### src/rdc_pkg.sv
// ----------------------------------------------------------------------------
// rdc_pkg
// shared types, constants and digit helpers for the radix digit converter
// ----------------------------------------------------------------------------
package rdc_pkg;

	// radix register width and its legal range
	localparam int BASE_W = 5;
	typedef logic [BASE_W-1:0] base_t;
	localparam base_t BASE_MIN   = 5'd2;
	localparam base_t BASE_MAX   = 5'd16;
	localparam base_t BASE_RESET = 5'd10;

	// one digit of the output string
	typedef logic [3:0] digit_t;
	typedef logic [6:0] char_t;

	// ascii anchors and the decimal/letter split
	localparam char_t  CHAR_ZERO  = 7'd48;
	localparam char_t  CHAR_ALPHA = 7'd65;
	localparam digit_t DEC_MAX    = 4'd9;
	localparam digit_t DEC_BASE   = 4'd10;

	// back end sequencer states
	typedef enum logic [2:0] {
		ST_IDLE = 3'b001,
		ST_CONV = 3'b010,
		ST_EMIT = 3'b100
	} back_state_t;

	// back end status seen by the top level
	typedef struct packed {
		logic idle;
		logic converting;
		logic emitting;
	} back_status_t;

	// clamp the programmed radix into 2..16
	function automatic base_t clamp_base(input base_t b);
		base_t r;
		if (b < BASE_MIN) begin
			r = BASE_MIN;
		end else if (b > BASE_MAX) begin
			r = BASE_MAX;
		end else begin
			r = b;
		end
		return r;
	endfunction

	// digit value to ascii character
	function automatic char_t digit_to_ascii(input digit_t d);
		char_t r;
		if (d <= DEC_MAX) begin
			r = CHAR_ZERO + {3'b000, d};
		end else begin
			r = CHAR_ALPHA + {3'b000, 4'(d - DEC_BASE)};
		end
		return r;
	endfunction

endpackage

### src/rdc_queue.sv
// ----------------------------------------------------------------------------
// rdc_queue
// two-entry request queue between the front end and the back end
// ----------------------------------------------------------------------------
module rdc_queue #(
	parameter int WIDTH = 36
) (
	input  logic             clk,
	input  logic             arst_n,
	input  logic             push,
	input  logic [WIDTH-1:0] push_data,
	input  logic             pop,
	output logic [WIDTH-1:0] pop_data,
	output logic             empty,
	output logic             full
);

	logic [WIDTH-1:0] entry_q [2];
	logic             wr_ptr_q;
	logic             rd_ptr_q;
	logic [1:0]       count_q;

	// occupancy flags
	assign empty    = (count_q == 2'd0);
	assign full     = (count_q == 2'd2);
	assign pop_data = entry_q[rd_ptr_q];

	// entry storage
	always_ff @(posedge clk) begin
		if (push) begin
			entry_q[wr_ptr_q] <= push_data;
		end
	end

	// pointers and fill count
	always_ff @(posedge clk or negedge arst_n) begin
		if (!arst_n) begin
			wr_ptr_q <= 1'b0;
			rd_ptr_q <= 1'b0;
			count_q  <= 2'd0;
		end else begin
			if (push) begin
				wr_ptr_q <= ~wr_ptr_q;
			end
			if (pop) begin
				rd_ptr_q <= ~rd_ptr_q;
			end
			case ({push, pop})
				2'b10:   count_q <= count_q + 2'd1;
				2'b01:   count_q <= count_q - 2'd1;
				default: count_q <= count_q;
			endcase
		end
	end

endmodule

### src/rdc_front.sv
// ----------------------------------------------------------------------------
// rdc_front
// request intake: radix register, clamping and queue push
// ----------------------------------------------------------------------------
module rdc_front #(
	parameter int VALUE_WIDTH = 31
) (
	input  logic                                clk,
	input  logic                                arst_n,
	input  logic                                start,
	input  logic [VALUE_WIDTH-1:0]              value,
	input  logic                                cfg_we,
	input  logic [rdc_pkg::BASE_W-1:0]          cfg_wdata,
	input  logic                                q_full,
	output logic                                q_push,
	output logic [VALUE_WIDTH+rdc_pkg::BASE_W-1:0] q_data
);

	rdc_pkg::base_t base_cfg_q;

	// radix register
	always_ff @(posedge clk or negedge arst_n) begin
		if (!arst_n) begin
			base_cfg_q <= rdc_pkg::BASE_RESET;
		end else if (cfg_we) begin
			base_cfg_q <= cfg_wdata;
		end
	end

	// accept a request when the queue has room, tag it with the clamped radix
	assign q_push = start & ~q_full;
	assign q_data = {rdc_pkg::clamp_base(base_cfg_q), value};

endmodule

### src/rdc_back.sv
// ----------------------------------------------------------------------------
// rdc_back
// bit-serial radix conversion into a digit row, then msd-first emission
// ----------------------------------------------------------------------------
module rdc_back #(
	parameter int VALUE_WIDTH = 31,
	parameter int DIGIT_DEPTH = 32
) (
	input  logic                                   clk,
	input  logic                                   arst_n,
	input  logic                                   q_empty,
	input  logic [VALUE_WIDTH+rdc_pkg::BASE_W-1:0] q_data,
	output logic                                   q_pop,
	output logic                                   digit_strobe,
	output logic [6:0]                             digit_char,
	output logic [3:0]                             digit_value,
	output logic                                   last_digit,
	output rdc_pkg::back_status_t                  status
);

	localparam int BIT_CNT_W = $clog2(VALUE_WIDTH + 1);
	localparam int REM_W     = $clog2(DIGIT_DEPTH + 1);

	rdc_pkg::back_state_t   state_q;
	rdc_pkg::base_t         base_q;
	logic [VALUE_WIDTH-1:0] value_sr_q;
	logic [BIT_CNT_W-1:0]   bit_cnt_q;
	logic [REM_W-1:0]       rem_q;
	logic                   emitting_q;
	logic                   ovf_q;
	rdc_pkg::digit_t        digit_q [DIGIT_DEPTH];

	logic                   strobe_q;
	rdc_pkg::char_t         char_q;
	rdc_pkg::digit_t        value_q;
	logic                   last_q;

	logic                   bit_in;
	logic [4:0]             dbl     [DIGIT_DEPTH];
	logic [4:0]             inc     [DIGIT_DEPTH];
	rdc_pkg::digit_t        digit_next [DIGIT_DEPTH];
	logic [DIGIT_DEPTH-1:0] gen;
	logic [DIGIT_DEPTH-1:0] prop;
	logic [DIGIT_DEPTH:0]   csum;
	logic [DIGIT_DEPTH:0]   carry;
	rdc_pkg::digit_t        top_digit;
	logic                   show;
	logic                   load;

	assign bit_in    = value_sr_q[VALUE_WIDTH-1];
	assign top_digit = digit_q[DIGIT_DEPTH-1];
	assign load      = (state_q == rdc_pkg::ST_IDLE) & ~q_empty;
	assign q_pop     = load;

	// per digit: doubling always carries out, or passes the incoming carry on
	always_comb begin
		for (int i = 0; i < DIGIT_DEPTH; i++) begin
			dbl[i]  = {digit_q[i], 1'b0};
			gen[i]  = (dbl[i] >= base_q);
			prop[i] = ((dbl[i] + 5'd1) == base_q);
		end
	end

	// carry chain resolved as one wide add of generate and propagate terms
	always_comb begin
		csum = {1'b0, gen | prop} + {1'b0, gen} + {{DIGIT_DEPTH{1'b0}}, bit_in};
		for (int i = 0; i < DIGIT_DEPTH; i++) begin
			carry[i] = csum[i] ^ prop[i];
		end
		carry[DIGIT_DEPTH] = csum[DIGIT_DEPTH];
	end

	// new digit: twice old plus carry in, less the radix on carry out
	always_comb begin
		for (int i = 0; i < DIGIT_DEPTH; i++) begin
			inc[i] = dbl[i] + {4'b0000, carry[i]};
			digit_next[i] = carry[i+1] ? 4'(inc[i] - base_q) : inc[i][3:0];
		end
	end

	// emit once the first significant digit reaches the top, or after the top digit has carried out
	assign show = (state_q == rdc_pkg::ST_EMIT) &
	              (emitting_q | ovf_q | (top_digit != 4'd0));

	// sequencer and counters
	always_ff @(posedge clk or negedge arst_n) begin
		if (!arst_n) begin
			state_q    <= rdc_pkg::ST_IDLE;
			bit_cnt_q  <= '0;
			rem_q      <= '0;
			emitting_q <= 1'b0;
			ovf_q      <= 1'b0;
		end else begin
			unique case (state_q)
				rdc_pkg::ST_IDLE: begin
					if (load) begin
						bit_cnt_q <= BIT_CNT_W'(VALUE_WIDTH);
						ovf_q     <= 1'b0;
						state_q   <= rdc_pkg::ST_CONV;
					end
				end
				rdc_pkg::ST_CONV: begin
					bit_cnt_q <= bit_cnt_q - BIT_CNT_W'(1);
					ovf_q     <= ovf_q | carry[DIGIT_DEPTH];
					if (bit_cnt_q == BIT_CNT_W'(1)) begin
						rem_q      <= REM_W'(DIGIT_DEPTH);
						emitting_q <= 1'b0;
						state_q    <= rdc_pkg::ST_EMIT;
					end
				end
				rdc_pkg::ST_EMIT: begin
					rem_q      <= rem_q - REM_W'(1);
					emitting_q <= emitting_q | show;
					if (rem_q == REM_W'(1)) begin
						state_q <= rdc_pkg::ST_IDLE;
					end
				end
				default: state_q <= rdc_pkg::ST_IDLE;
			endcase
		end
	end

	// datapath: radix, input shift line and digit row
	always_ff @(posedge clk) begin
		if (load) begin
			value_sr_q <= q_data[VALUE_WIDTH-1:0];
			base_q     <= q_data[VALUE_WIDTH +: rdc_pkg::BASE_W];
			for (int i = 0; i < DIGIT_DEPTH; i++) begin
				digit_q[i] <= '0;
			end
		end else if (state_q == rdc_pkg::ST_CONV) begin
			value_sr_q <= value_sr_q << 1;
			for (int i = 0; i < DIGIT_DEPTH; i++) begin
				digit_q[i] <= digit_next[i];
			end
		end else if (state_q == rdc_pkg::ST_EMIT) begin
			digit_q[0] <= '0;
			for (int i = 1; i < DIGIT_DEPTH; i++) begin
				digit_q[i] <= digit_q[i-1];
			end
		end
	end

	// output register: strobe
	always_ff @(posedge clk or negedge arst_n) begin
		if (!arst_n) begin
			strobe_q <= 1'b0;
		end else begin
			strobe_q <= show;
		end
	end

	// output register: digit payload
	always_ff @(posedge clk) begin
		if (show) begin
			value_q <= top_digit;
			char_q  <= rdc_pkg::digit_to_ascii(top_digit);
			last_q  <= (rem_q == REM_W'(1));
		end
	end

	assign digit_strobe = strobe_q;
	assign digit_char   = char_q;
	assign digit_value  = value_q;
	assign last_digit   = last_q;

	// status for the top level
	assign status.idle       = (state_q == rdc_pkg::ST_IDLE);
	assign status.converting = (state_q == rdc_pkg::ST_CONV);
	assign status.emitting   = (state_q == rdc_pkg::ST_EMIT);

endmodule

### src/radix_digit_converter_unit.sv
// ----------------------------------------------------------------------------
// radix_digit_converter_unit
// converts an unsigned integer to its digits in radix 2..16, msd first
// ----------------------------------------------------------------------------
// a request waits in the queue until the back end is idle, then shifts in one bit
//   a cycle; the DIGIT_DEPTH-digit row is then swept msd first, leading zeros
//   held back, each digit leaving through the output register
// the back end takes a new request only once the sweep of the last one is done;
// a two-entry queue takes further requests while a conversion runs
// reset clears sequencer, queue and strobe, radix back to 10; no stall on digits
module radix_digit_converter_unit #(
	parameter int VALUE_WIDTH = 31,
	parameter int DIGIT_DEPTH = 32
) (
	input  logic                       clk,
	input  logic                       arst_n,
	input  logic                       start,
	output logic                       busy,
	input  logic [VALUE_WIDTH-1:0]     value,
	input  logic                       cfg_we,
	input  logic [rdc_pkg::BASE_W-1:0] cfg_wdata,
	output logic                       digit_strobe,
	output logic [6:0]                 digit_char,
	output logic [3:0]                 digit_value,
	output logic                       last_digit
);

	localparam int ENTRY_W = VALUE_WIDTH + rdc_pkg::BASE_W;

	logic                  q_push;
	logic                  q_pop;
	logic                  q_empty;
	logic                  q_full;
	logic [ENTRY_W-1:0]    push_data;
	logic [ENTRY_W-1:0]    pop_data;
	rdc_pkg::back_status_t back_status;

	assign busy = q_full;

	// request intake
	rdc_front #(
		.VALUE_WIDTH(VALUE_WIDTH)
	) u_front (
		.clk      (clk),
		.arst_n   (arst_n),
		.start    (start),
		.value    (value),
		.cfg_we   (cfg_we),
		.cfg_wdata(cfg_wdata),
		.q_full   (q_full),
		.q_push   (q_push),
		.q_data   (push_data)
	);

	// decoupling queue
	rdc_queue #(
		.WIDTH(ENTRY_W)
	) u_queue (
		.clk      (clk),
		.arst_n   (arst_n),
		.push     (q_push),
		.push_data(push_data),
		.pop      (q_pop),
		.pop_data (pop_data),
		.empty    (q_empty),
		.full     (q_full)
	);

	// conversion and emission
	rdc_back #(
		.VALUE_WIDTH(VALUE_WIDTH),
		.DIGIT_DEPTH(DIGIT_DEPTH)
	) u_back (
		.clk         (clk),
		.arst_n      (arst_n),
		.q_empty     (q_empty),
		.q_data      (pop_data),
		.q_pop       (q_pop),
		.digit_strobe(digit_strobe),
		.digit_char  (digit_char),
		.digit_value (digit_value),
		.last_digit  (last_digit),
		.status      (back_status)
	);

	// a digit strobe always follows a cycle of the emission sweep
	assert property (@(posedge clk) disable iff (!arst_n)
		digit_strobe |-> $past(back_status.emitting))
	else $error("digit strobe without emission sweep");

	// no digit leaves while the shift-in loop runs
	assert property (@(posedge clk) disable iff (!arst_n)
		back_status.converting |-> !digit_strobe)
	else $error("digit strobe during conversion");

	// the final digit closes the string: no strobe right after it
	assert property (@(posedge clk) disable iff (!arst_n)
		(digit_strobe && last_digit) |=> !digit_strobe)
	else $error("digit strobe straight after final digit");

	// queue never overflows
	assert property (@(posedge clk) disable iff (!arst_n)
		q_full |-> !q_push)
	else $error("push into a full queue");

	// the back end only takes a request when idle and one is waiting
	assert property (@(posedge clk) disable iff (!arst_n)
		q_pop |-> (back_status.idle && !q_empty))
	else $error("pop outside idle or from an empty queue");

endmodule

### config.mk
export PLATFORM = sky130hd
export DESIGN_NAME = radix_digit_converter_unit
export DESIGN_NICKNAME = d
export VERILOG_FILES = /design/src/rdc_pkg.sv /design/src/rdc_queue.sv /design/src/rdc_front.sv /design/src/rdc_back.sv /design/src/radix_digit_converter_unit.sv
export SDC_FILE = /design/constraint.sdc
export NUM_CORES = 1
export LEC_CHECK = 0
export ABC_AREA = 1
export BUFFER_PORTS_ARGS = -buffer_cell sky130_fd_sc_hd__buf_4
export CORE_MARGIN = 2
export CORE_UTILIZATION = 58
export CTS_CLUSTER_SIZE = 8
export DETAILED_ROUTE_END_ITERATION = 8
export PLACE_DENSITY = 0.78
export SYNTH_ARGS = -nofsm -noshare
export SYNTH_HDL_FRONTEND = slang
export SYNTH_SLANG_ARGS = --single-unit
### constraint.sdc
create_clock -name clk -period 5.9 [get_ports clk]
set_clock_uncertainty 0.1 [all_clocks]
set_input_delay 0.295 -clock clk [delete_from_list [all_inputs] [get_ports clk]]
set_output_delay 0.295 -clock clk [all_outputs]
set_load 0.01 [all_outputs]
# --- After elaboration in Yosys (flattened, before gate mapping) ---
# Memories as Yosys holds them, arrays and structs flattened.
# Index checks and enable logic that the tools add are counted.
word_totals:
  mem_count: 2
  ram_bits: 200
  out_inout_bits: 14
  ff_bits: 74
  latchBits: 0
  mem_bits_ro: 0
op_classes:
  shift: 0
  n_addsub: 105
  magnitude_cmp: 35
  n_mul: 0
  n_reduce_logical: 9
  n_mux: 125
  n_div: 0
  n_bitwise: 108
  n_eq_ne: 43
mem_list:
  columns: ["memory", "depth", "width", "rd", "rd_clocked_by_memory_dff", "write_ports", "line", "text"]
  rows:
  - ["u_back.digit_q", 32, 4, 32, 0, 32, "rdc_back.sv:31", "rdc_pkg::digit_t digit_q [DIGIT_DEPTH];"]
  - ["u_queue.entry_q", 2, 36, 1, 0, 1, "rdc_queue.sv:18", "logic [WIDTH-1:0] entry_q [2];"]
op_table:
  columns: ["op", "count"]
  rows:
  - ["two-way mux 4 bit", 96]
  - ["adder 5 x 1 -> 5 bit (second input constant)", 32]
  - ["== test 5 bit", 32]
  - ["greater-or-equal comparator 5 bit", 32]
  - ["adder 4 x 1 -> 4 bit", 32]
  - ["subtractor 4 bit", 32]
  - ["OR 1 bit", 68]
  - ["two-way mux 31 bit", 2]
  - ["adder 32 x 32 -> 33 bit", 1]
  - ["adder 33 x 1 -> 33 bit", 1]
  - ["OR 32 bit", 1]
  - ["bitwise XOR 1 bit", 32]
  - ["two-way mux 5 bit", 3]
  - ["two-way mux 1 bit", 13]
  - ["case mux 6 bit (2 select lines)", 1]
  - ["case mux 5 bit (2 select lines)", 1]
  - ["two-way mux 3 bit", 3]
  - ["case mux 3 bit (3 select lines)", 1]
  - ["nonzero test 2 bit", 4]
  - ["adder 6 x 4 -> 7 bit (first input constant)", 1]
  - ["adder 7 x 4 -> 7 bit (first input constant)", 1]
  - ["two-way mux 7 bit", 1]
  - ["== test 6 x 1 -> 1 bit (second input constant)", 1]
  - ["two-way mux 6 bit", 1]
  - ["23 further kinds", 33]

# --- Longest topological paths before layout ---
# An unclocked memory read counts as a cell.
logic_depth:
  depth_word: 12
  mapped_depth: 30

# --- Cells and area by module ---
# Synthesis repeated with hierarchy kept, for this count alone.
hier_totals:
  cells_unflattened: 2699
  area_unflattened_um2: 21142.8
modules_own_cells:
  columns: ["module", "area_each_um2", "seq_area_each_um2", "cells_per_inst", "instances"]
  rows:
  - ["rdc_back", 17629.4, 5711.7, 2422, 1]
  - ["rdc_queue", 3017.9, 2262.2, 212, 1]
  - ["rdc_front", 495.5, 127.6, 65, 1]

# --- Worst setup path before layout ---
# OpenSTA, ideal clock, no wires.
synth_timing:
  kind: "reg-to-reg"
  start: "reg u_back.base_q[1]"
  end: "mem u_back.digit_q[0][81] in the netlist's numbering, data pin"
  n_path_buf: 0
  setup_slack_ns: 0.347
  stages_incl_launch_ff: 29
  arrival_ns: 5.200
  t_required_ns: 5.547
  cell_sequence: "edfxtp_1 > inv_1 > ha_1 > nand2_1 > inv_1 > nand3_2 > nand3_1 > nor2_1 > ha_1 > inv_1 > nand4_2 > ha_1 > nor2_1 > inv_1 > nand2_1 > nand2_1 > nand2_1 > nand3_2 > nand2_1 > nand3_1 > nand2_2 > inv_1 > ha_1 > fa_1 > inv_1 > nand2_1 > o21ai_1 > nand2_1 > nand2_1"
synth_lines:
  columns: ["item", "line", "text"]
  rows:
  - ["start: declaration", "rdc_back.sv:25", "rdc_pkg::base_t base_q;"]
  - ["start signal: assignment", "rdc_back.sv:127", "base_q <= q_data[VALUE_WIDTH +: rdc_pkg::BASE_W];"]
  - ["end: declaration", "rdc_back.sv:31", null]

==> summary.txt <==
MaxCap Viol Count: 0
Nets: 2,974
Min Tclk post-route: 4.71 ns
DR WL/cell: 17.0 um
Clock sinks: 274
CTS tree: done
Net Count, Synth: 2,872
Residual DRC: 0
Post-Syn Instances: 2,628
Netlist cell types: 56
Antenna violations before repair: 0
#FFs+latches synth: 274
Worst slew pin tran: 1.16 ns
Fmax: 0.212 GHz
Syn Area/Cell: 7.92 sq um
Die W: 193 um
Ant. Diodes: 0
Via count: 18,000
Gr ovfl total: 0
Max H-tree Level: 2
Largest net degree at the start of global routing: 110
TNS Setup: 0 ns
Post-route cell area: 23,300 sq um
Post-synth top flop: edfxtp_1
Sequential power share: 49.1%
Clock Power Share: 46.4%
Final core area utilization: 65.6%
Routed WL: 54,400 um
Setup Buffers After CTS: 0
Worst skew pair latency: 0.59 ns
I/O Pins: 54
Critical Path RT: 6.13 ns
Routability cong.: 0.940
Global Route Usage Sum: 29.3%
Bufs on Longest Clock Path: 3
Sw Pwr: 1080 uW
Final hold viol count: 0
Row count: 69
Final Max Tran Viols: 0
First-pass GRT wire length: 90,000 um
Power per cell area: 201 nW/um^2
Critical Path Fanout Max: 11
Full die area: 37,400 sq um
Hpwl dp: 36,500 um
Worst hold slack: 0.0919 ns
Total CTS buffers: 41
Switching Fraction: 23.0%
Layout cell share with drive strength beyond 1: 9.36%
I/O Buffers: 53
Status: complete, no violations
Internal power: 3610 uW
Period utilization: 79.9%
Resize count post-CTS: 0
Post-synthesis cell area: 20,800 sq um
Slew margin rel.: 22.5%
Logic pwr share: 4.5%
Sequential fraction of the synthesis area: 38.9%
Most common cell after layout, fill and taps aside: nand2_1
WS Path Type: flop to flop
Initial Util: 58.6%
Clock transition at path regs: 0.05 ns
DRT Pass-1 Iters: 5
Worst Setup Start Kind: flop
Worst vdd ir: 320 uV
Post-synth EDFFs: 248
Commonest non-fill, non-tap cells in the layout: nand2_1, inv_1, nor2_1
RSZ-0062 raised after global routing: false
DRT antenna net count: 0
Initial DRC Count: 1,344
Chip height: 193 um
P&R area growth vs syn: 11.9%
Post-detailed-route via-to-cell ratio: 5.60
Final setup violation count: 0
CP arrival: 4.95 ns
Vias in the first global route: 18,300
Worst Hold Class: primary input to async pin
Final std cells w/o fill: 3,207
Worst Setup End Kind: flop
Placed cell area: 21,700 sq um
Total of warnings raised by yosys: 0
Leakage: 0.0109 uW
Fraction of registers with async set/reset: 9.49%
Root buffer cell: clkbuf_16
Placed cell count: 3,104
Total core area: 35,500 sq um
## area by class of cell
type                    instances  area, sq um
fillers                      2865        12200
multi-input cells            1964        11200
flip-flops and latches        274         8100
inverters                     333         1260
clock buffers                  53         1080
repair buffers                116          981
well taps                     461          577
clock inverters                 6         80.1
## layer usage
layer	GRT usage, %	wire length [um]
met1	38.7	23700
met2	49.4	25500
met3	5.06	3830
met4	8.91	1330
met5	0	0
## state kept, by name (all words and copies together), names as in the netlist, 2 cells and up
name	count
u_back.base_q	5
u_back.bit_cnt_q	5
u_back.digit_char	7
u_back.digit_q	128
u_back.digit_value	4
u_back.rem_q	6
u_back.state_q	3
u_back.value_sr_q	31
u_front.base_cfg_q	5
u_queue.count_q	2
u_queue.entry_q	72
## through the flow
step / setup WS, ns / power (uW)
floorplan: 0.347 / 2430
global placement: 1.33 / 2500
detailed placement: 1.24 / 2510
CTS: 1.22 / 4700
global route: 0.805 / 4820
finish: 1.19 / 4690
## synthesized netlist by cell type, types with 5 or more instances
master | count | area [sq um]
o31ai_1 | 30 | 225
xnor2_1 | 32 | 280
inv_1 | 313 | 1170
edfxtp_1 | 248 | 7450
nor2_4 | 5 | 56.3
o21ai_1 | 23 | 115
fa_1 | 32 | 641
o21bai_1 | 9 | 67.6
a21oi_2 | 5 | 43.8
nand2_4 | 7 | 78.8
nand2_2 | 34 | 213
ha_1 | 172 | 2150
nor3_1 | 13 | 65.1
nand4_1 | 42 | 263
nor2_2 | 17 | 106
nand3_1 | 141 | 706
nand2_1 | 829 | 3110
o211ai_1 | 5 | 37.5
nand3_2 | 16 | 160
or2_2 | 6 | 37.5
xor2_1 | 41 | 359
o21ai_0 | 116 | 581
o22ai_1 | 20 | 125
clkbuf_1 | 45 | 169
nor3_2 | 5 | 50.1
buf_6 | 5 | 56.3
dfrtp_1 | 23 | 576
a21oi_1 | 75 | 375
inv_2 | 14 | 52.6
nor2_1 | 259 | 972
## cell families (layout without fill, tap and decap cells)
logic type / Yosys count / after routing / share of synthesized area (%)
AND/OR/NAND/NOR: 1389 / 1389 / 29.0
buffers and inverters: 390 / 508 / 7.35
AO/OA/AOI/OAI: 295 / 295 / 7.97
flip-flops: 274 / 274 / 38.9
adder cells (fa/ha/maj): 204 / 204 / 13.4
XOR/XNOR: 75 / 75 / 3.28
multiplexers: 1 / 1 / 0.0541
## timing repair
action | CTS | global route
hold endpoints to repair | 93 | 0
hold buffers | 44 | 0
setup endpoints to repair | 0 | 0
## worst paths after layout
kind                                  startpoint                    end  slack, ns  cells after the start
worst max-delay path            u_back.base_q[2]  u_back.digit_q[0][90]       1.19                     27
worst min-delay path                      arst_n      u_back.emitting_q       0.09                      2
worst max register to register  u_back.base_q[2]  u_back.digit_q[0][90]       1.19                     27
worst min register to register   u_back.rem_q[3]        u_back.rem_q[3]       0.39                      1
max in group asynchronous                 arst_n      u_back.state_q[0]       5.29                      2
min in group clk                           start       u_queue.wr_ptr_q       0.24                      3
## power groups by stage
stage                     logic, uW  clock network, uW  registers, uW
after floorplan                 104                  0           2320
after global placement          170                  0           2330
after detailed placement        178                  0           2330
after CTS                       205               2200           2300
after global routing            229               2280           2310
final                           209               2180           2300
## worst max-delay path, cell delays in order, from the launching register on
cell and delay, ns:
edfxtp_1 0.35, inv_1 0.40, ha_1 0.37, nand2_1 0.10
inv_1 0.07, nand4_1 0.12, nor2_1 0.08, ha_1 0.19
inv_1 0.07, nand4_2 0.13, ha_1 0.22, nor2_1 0.16
inv_1 0.08, nand3_1 0.10, nand2_1 0.12, nand2_1 0.11
nand2_1 0.14, nand2_1 0.14, nand3_1 0.09, nand2_2 0.16
inv_2 0.07, ha_1 0.24, fa_1 0.47, xnor2_1 0.16
nand2_1 0.08, nand2_1 0.05, nand2_1 0.05, nand2_1 0.05
(Power assumes the default switching activity.)
